**config.mk**
```make
export PLATFORM = sky130hd
export DESIGN_NAME = crmc_ctrl
export DESIGN_NICKNAME = d
export VERILOG_FILES = /design/src/design/crmc_pkg.sv /design/src/design/crmc_ctrl.sv
export SDC_FILE = /design/constraint.sdc
export NUM_CORES = 1
export LEC_CHECK = 0
export BUFFER_PORTS_ARGS = -buffer_cell sky130_fd_sc_hd__buf_2
export CORE_AREA = 5 5 42 44
export DETAILED_ROUTE_END_ITERATION = 16
export DIE_AREA = 0 0 47 49
export PLACE_DENSITY_LB_ADDON = 0.3
export SYNTH_ARGS = -nofsm -noshare
export SYNTH_HDL_FRONTEND = slang
export SYNTH_SLANG_ARGS = --single-unit
```
**constraint.sdc**
```tcl
create_clock -name clock -period 1.4 [get_ports clock]
set_clock_uncertainty 0.15 [all_clocks]
set_input_delay 0 -clock clock [delete_from_list [all_inputs] [get_ports clock]]
set_output_delay 0 -clock clock [all_outputs]
set_load 0.1 [all_outputs]
```
**src/design/crmc_pkg.sv**
```systemverilog
`timescale 1ns / 1ps

package crmc_pkg;

   // Table geometry.
   localparam int ENTRY_COUNT     = 256;
   localparam int ENTRY_BITS      = $clog2(ENTRY_COUNT);
   localparam int MAP_NUMBER_BITS = 24;

   // Widths of the transaction fields on the ports.
   localparam int OPCODE_W     = 2;
   localparam int INDEX_W      = 8;
   localparam int NUMBER_W     = 24;

   typedef enum logic [OPCODE_W-1:0] {
      OP_EVICT        = 2'd0,
      OP_TOUCH        = 2'd1,
      OP_FILL_PAGE    = 2'd2,
      OP_FILL_EXTENTS = 2'd3
   } opcode_type;

   typedef enum logic [2:0] {
      ST_CLEAR,
      ST_IDLE,
      ST_UPDATE,
      ST_SWEEP,
      ST_REPORT
   } state_type;

   // Commands from the controller to the datapath.
   typedef struct packed {
      logic clear_step;   // zero the flags of the entry under the clear counter
      logic latch_req;    // capture the request fields
      logic do_update;    // apply a touch or fill to the addressed entry
      logic sweep_clear;  // clear the reference bit under the hand and advance
      logic sweep_take;   // take the entry under the hand as the victim
   } ctl_cmd_type;

   // Status from the datapath to the controller.
   typedef struct packed {
      logic clear_last;       // the clearing pass is at the last entry
      logic hand_referenced;  // reference bit of the entry under the hand
   } ctl_status_type;

endpackage

```
**src/design/crmc_ctrl.sv**
```systemverilog
`timescale 1ns / 1ps

module crmc_ctrl (
   input  logic                         clock,
   input  logic                         reset,
   input  logic                         start,
   input  logic [crmc_pkg::OPCODE_W-1:0] req_opcode,
   input  crmc_pkg::ctl_status_type     status,
   output crmc_pkg::ctl_cmd_type        cmd,
   output logic                         busy,
   output logic                         rsp_valid
);
   import crmc_pkg::*;

   state_type state_ff;
   state_type state_in;

   always_ff @(posedge clock) begin
      if (reset) begin
         state_ff <= ST_CLEAR;
      end else begin
         state_ff <= state_in;
      end
   end

   // Next state.
   always_comb begin
      state_in = state_ff;
      case (state_ff)
         ST_CLEAR: begin
            if (status.clear_last) begin
               state_in = ST_IDLE;
            end
         end
         ST_IDLE: begin
            if (start) begin
               state_in = (req_opcode == OP_EVICT) ? ST_SWEEP : ST_UPDATE;
            end
         end
         ST_UPDATE: begin
            state_in = ST_IDLE;
         end
         ST_SWEEP: begin
            if (!status.hand_referenced) begin
               state_in = ST_REPORT;
            end
         end
         ST_REPORT: begin
            state_in = ST_IDLE;
         end
         default: begin
            state_in = ST_IDLE;
         end
      endcase
   end

   // Outputs.
   always_comb begin
      cmd       = '0;
      busy      = 1'b1;
      rsp_valid = 1'b0;
      case (state_ff)
         ST_CLEAR: begin
            cmd.clear_step = 1'b1;
         end
         ST_IDLE: begin
            busy          = 1'b0;
            cmd.latch_req = start;
         end
         ST_UPDATE: begin
            cmd.do_update = 1'b1;
         end
         ST_SWEEP: begin
            cmd.sweep_clear = status.hand_referenced;
            cmd.sweep_take  = !status.hand_referenced;
         end
         ST_REPORT: begin
            rsp_valid = 1'b1;
         end
         default: begin
            busy = 1'b1;
         end
      endcase
   end

   // A result appears only right after the sweep has taken a victim.
   assert property (@(posedge clock) disable iff (reset)
      rsp_valid |-> $past(cmd.sweep_take))
      else $error("result strobe without a preceding victim pick");

   // An accepted touch or fill is applied in the very next cycle.
   assert property (@(posedge clock) disable iff (reset)
      (start && !busy && req_opcode != OP_EVICT) |=> cmd.do_update)
      else $error("touch or fill not applied after acceptance");

   // The block is free again right after a result has been shown.
   assert property (@(posedge clock) disable iff (reset)
      rsp_valid |=> !busy)
      else $error("block still busy after reporting a victim");

endmodule

```
==> impl_metrics.toml, run 1 <==
[timing]
maxSlewViolCount = 0
fin_crit_sh_pct = 97.1
max_slew.worst_pin.slew_ps = 227
rsz0062_at_grt = "true"
hold-worst-slack_ps = 34.9
max_freq_mhz = 736
period_needed_ps = 1360
timing.slew.headroom_pct = 84.9
tns_ps = 0
finalSetupViolations = 0
finalHoldViolCount = 0
fin_ws_ps = 40.8

[floorplan]
design.core.area_sq_um = 1400
die_h_microns = 49
die_area_sq_um = 2300
initial_core_util_pct = 12.7
row_count = 14
io_pins = 14
die-width_microns = 47

[yosys]
async_flop_share_pct = 0
syn_area_per_cell_sq_um = 8.46
synthesis.nets = 28
netlist_instances = 21
synth_cell_types = 15
synth_edf_count = 0
ys_seq_area_share_pct = 33.8
synth_ff_type = "dfxtp_1"
synthTopCellsByArea = "dfxtp_1, nor3_1, nor3b_1, and4bb_2, buf_6"
yosys_warnings = 0
yosysTopAreaCellShare_pct = 33.8
yosys-top-cells-count = "dfxtp_1, nor3_1, nor2_1, nor3b_1"
syn_area_sq_um = 178
yosys.area.top_type = "dfxtp_1"
synth_seq_cells = 3

[finish]
final_nets = 51
largest_reg_flops = 3
antennaDiodeCount = 0
reg_top3 = "state_ff: 3 flops"
regMostFlops = "state_ff"
ff_latch_area_sq_um = 66.3
drive_gt1_share_pct = 69.8
synthToLayoutAreaGrowth_pct = 182
multi_input_area_sq_um = 163
num-fill-cells = 151

[pwr]
p_sw_share_pct = 37.1
p_comb_share_pct = 42.6
p_clk_share_pct = 34.7
pwr-share-seq_pct = 22.7
net-switching-power_mw = 0.161
ir_drop_mv = 0.404
power_density_nw_per_um2 = 866
p_leak_nw = 0.196
p_int_mw = 0.272

[worst_setup_path]
cp_slowest_stage_delay_ps = 340
arrival_ps = 1210
critPathKind = "reg -> out"
path_cells = "and2b_2, nand2_2, nor2_4, buf_12"
end_kind = "output pin"
cp-start-kind = "register"
slowest_stage = "dfxtp_4"
worstPathMaxFanout = 5
cp_data_required_time_ps = 1250

[placed_design]
dp_slack_ps = 199
place.gp.congestion = 0.684
port_buffers = 13
dp.final_hpwl_microns = 433

[clock_tree]
cts_setup_buffers = 0
cts_tree = "done"
h-tree-depth = 1
insertion_delay_ps = 230
clkSlewWorstSetupHoldPaths_ps = 40
clockBufferDepth = 2
root_buffer = "clkbuf_4"
cts_sinks = 3
cts_buffers = 3

[global_route]
grt_pass1_wl_microns = 945
grt_antenna_before_repair = 0
grt_max_degree = 11
track_usage_pct = 5.84
grt_pass1_vias = 221
grt_overflow = 0

[drt]
ant_nets = 0
drc = 0
drt_first_pass_iters = 2
dr_total_vias = 232
wl_microns = 550
drt_iter0_drc = 2
viasPerCell = 3.93
wl_per_cell_microns = 9.32

[run_status]
outcome = "finished clean"

[flow_run]
cap_violations = 0

[worst_hold_path]
hp-class = "in -> reg"
final cells by class:
| type | instances | share of cell area [%] |
|---|---|---|
| Timing Repair Buffer | 19 | 45.0 |
| Multi-Input combinational cell | 17 | 32.5 |
| Sequential cell | 3 | 13.2 |
| Clock buffer | 4 | 5.25 |
| Tap cell | 16 | 4.00 |
metrics by stage:
| step | utilization, % | area (sq um) | cells | total power [mW] |
|---|---|---|---|---|
| 2_1_floorplan | - | 229 | 21 | 0.212 |
| 3_3_place_gp | 30.2 | 423 | 51 | 0.277 |
| 3_5_place_dp | 30.2 | 423 | 51 | 0.277 |
| 4_1_cts | 35.1 | 492 | 59 | 0.446 |
| 5_1_grt | 35.7 | 500 | 59 | 0.464 |
| 6_report | 35.7 | 500 | 59 | 0.433 |
cell families after synthesis:
logic type / after synthesis / share of synthesized area (%)
flops: 3 / 33.8
compound gates: 3 / 10.6
buf+inv: 1 / 6.34
simple gates: 14 / 49.3
power groups by stage:
| stage | clock network [mW] | logic [mW] | registers, mW |
|---|---|---|---|
| floorplan | 0 | 0.111 | 0.101 |
| global placement | 0 | 0.176 | 0.101 |
| detailed placement | 0 | 0.175 | 0.102 |
| CTS | 0.161 | 0.184 | 0.100 |
| global route | 0.171 | 0.193 | 0.0996 |
| finish | 0.150 | 0.185 | 0.0985 |
critical path, delay by kind of cell (launching register included):
kind                   cells  cell delay [ps]
flip-flops                 1              340
buffers and inverters      1              180
AND/OR/NAND/NOR            3              460
what timing repair did:
action                     4_1_cts  5_1_grt
hold buffers                     4        0
resized for setup                2        3
setup endpoints to repair        2        2
pin swaps                        1        0
hold endpoints to repair         3        0
layer usage:
metal	GRT usage [%]	vias up	routed length, microns	share of wire (%)
li1	-	120	-	-
met1	7.68	99	259	47
met2	6.56	13	220	40
met3	2.58	0	71	13
met4	5.53	0	0	0
met5	0	-	0	0
placed cells by master, fill, tap and decap left out:
master,count
dfxtp_2,2
a31oi_1,1
nand3b_1,1
clkbuf_4,3
and2b_2,1
nor3_4,1
buf_4,2
nor2_4,1
o21a_1,1
dlygate4sd3_1,4
buf_12,7
buf_2,6
or3_1,1
and4bb_4,1
nor3_1,2
and3_4,1
a21oi_1,1
nor3b_4,2
nand2_2,1
nand2b_2,1
dfxtp_4,1
clkbuf_1,1
nor2_1,1
worst paths after layout:
| check | start | slack (ps) | cells after the start | end |
|---|---|---|---|---|
| worst max-delay path | state_ff[2] | 40 | 4 | cmd[0] |
| worst min-delay path | status[1] | 30 | 4 | state_ff[0] |
| worst min register to register | state_ff[2] | 400 | 2 | state_ff[0] |
| worst max register to register | state_ff[1] | 190 | 3 | state_ff[0] |
No activity file was read; power rests on OpenSTA's default activity.
==> run 2: changes to the inputs <==
Settings changed: GPL_TIMING_DRIVEN set to 0, REMOVE_ABC_BUFFERS set to 1.
==> run 2 against run 1 <==
  * Critical endpoint unchanged
  * Non-clock buffer count shrank 2
  * Die area stayed put
  * Largest cell class unchanged
  * Worst hold slack got worse by 0.63 ps
  * First-iteration DRC count unchanged
  * Via count decreased by 7.3%
  * Clock power is 4% higher
==> impl_metrics.toml, run 2 (same netlist as run 1, synthesis figures left out) <==
[drt]
viasPerCell = 3.77
dr_total_vias = 215
wl_microns = 561
dr_wl_met3_microns = 97
drt_first_pass_iters = 2
dr_wl_met2_microns = 194
wl_met1_microns = 269
drt_iter0_drc = 2
wl_per_cell_microns = 9.84
ant_nets = 0
drc = 0
top_layer_used = "met3"

[worst_setup_path]
arrival_ps = 1240
cp_top_family = "simple AND/OR/NAND/NOR gates"
path_cells = "and2b_2, nand2_1, nor2_2, buf_12"
cp_slowest_stage_delay_ps = 330
crit_buf_inv = 1
end_kind = "output pin"
reg2reg_from = "state_ff[0]"
cp-start-kind = "register"
slowest_stage = "dfxtp_2"
timing.critical_path.from = "state_ff[2]"
critPathKind = "reg -> out"
worstPathMaxFanout = 6
cp_data_required_time_ps = 1250

[finish]
final_common_cell = "buf_2"
drive_gt1_share_pct = 53.7
final_nets = 49
reg_top3 = "state_ff: 3 flops"
final_cell_mix = "buf_2, clkbuf_4, dlygate4sd3_1"
largest_reg_flops = 3
regMostFlops = "state_ff"
antennaDiodeCount = 0
synthToLayoutAreaGrowth_pct = 113
finalInstanceArea_sq_um = 379

[clock_tree]
insertion_delay_ps = 240
clockBufferDepth = 2
cts_sinks = 3
h-tree-depth = 1
root_buffer = "clkbuf_4"
clkSlewWorstSetupHoldPaths_ps = 40
cts_buffers = 3
cts_tree = "done"

[placed_design]
port_buffers = 13
place_area_sq_um = 251
dp.final_hpwl_microns = 411
place.gp.congestion = 0.717

[worst_hold_path]
hp-class = "in -> reg"
hp-start = "status[1]"

[run_status]
outcome = "finished clean"

[timing]
max_freq_mhz = 721
tns_ps = 0
fin_crit_sh_pct = 99.0
finalHoldViolCount = 0
timing.slew.headroom_pct = 67.8
maxSlewViolCount = 0
rsz0062_at_grt = "true"
period_needed_ps = 1390
max_slew.worst_pin.slew_ps = 486
finalSetupViolations = 0

[floorplan]
row_count = 14
io_pins = 14
die_h_microns = 49
initial_core_util_pct = 12.7
die_area_sq_um = 2300
die-width_microns = 47
design.core.area_sq_um = 1400

[global_route]
track_usage_pct = 6.06
grt_overflow = 0
grt_max_degree = 11
grt_pass1_vias = 227
grt_pass1_wl_microns = 952
grt_antenna_before_repair = 0

[pwr]
power.total_mw = 0.395
power_density_nw_per_um2 = 1040
ir_drop_mv = 0.358
p_leak_nw = 0.161

[flow_run]
cap_violations = 0
[run 2: cell count changes in the layout (fill, tap and decap cells not counted), moves of 2 or more]
| cell | previous run | this run |
|---|---|---|
| buf_12 | 7 | 2 |
| buf_4 | 2 | 0 |
| buf_6 | 0 | 2 |
| nor3b_1 | 0 | 2 |
| nor3b_4 | 2 | 0 |
[run 2: final cells by class]
type                            count  area (sq um)
Multi-Input combinational cell     17           110
Tap cell                           16          20.0
Sequential cell                     3          63.8
Timing Repair Buffer               17           159
Clock buffer                        4          26.3
Fill cell                         158          1020
[run 2: through the flow]
stage	hold WS [ps]	util (%)	instances	setup slack [ps]
2_1_floorplan	-77.6	-	20	-1400
3_3_place_gp	45.5	17.9	49	20.8
3_5_place_dp	52.0	17.9	49	37.0
4_1_cts	35.3	25.3	57	-23.0
5_1_grt	114	27.1	57	-79.8
6_report	34.3	27.1	57	13.4
[run 2: timing repair]
item	4_1_cts	5_1_grt
setup buffers	0	0
gates resized for setup	13	7
endpoints found under the setup margin	6	7
endpoints found under the hold margin	3	0
hold buffers	4	0
[run 2: power breakdown]
part	internal (mW)	switching [mW]	total, mW
combinational	0.0425	0.0975	0.140
clock	0.107	0.0493	0.156
sequential	0.0913	0.00721	0.0985
[run 2: tightest hold or removal path, stage by stage]
cell     delay, ps
buf_2           80
or3_1           80
a21oi_1         60
nor3_1         150
[run 2: worst paths after layout]
path | to | slack (ps) | cells past startpoint
worst max register to register | state_ff[0] | 220 | 3
worst min register to register | state_ff[2] | 390 | 2
worst max-delay path | cmd[0] | 10 | 4
worst min-delay path | state_ff[0] | 30 | 4
[run 2: metal layers]
metal,vias to the layer above,GRT usage [%]
li1,115,-
met4,0,2.76
met3,0,5.90
met5,-,0
met1,84,8.13
met2,16,6.11
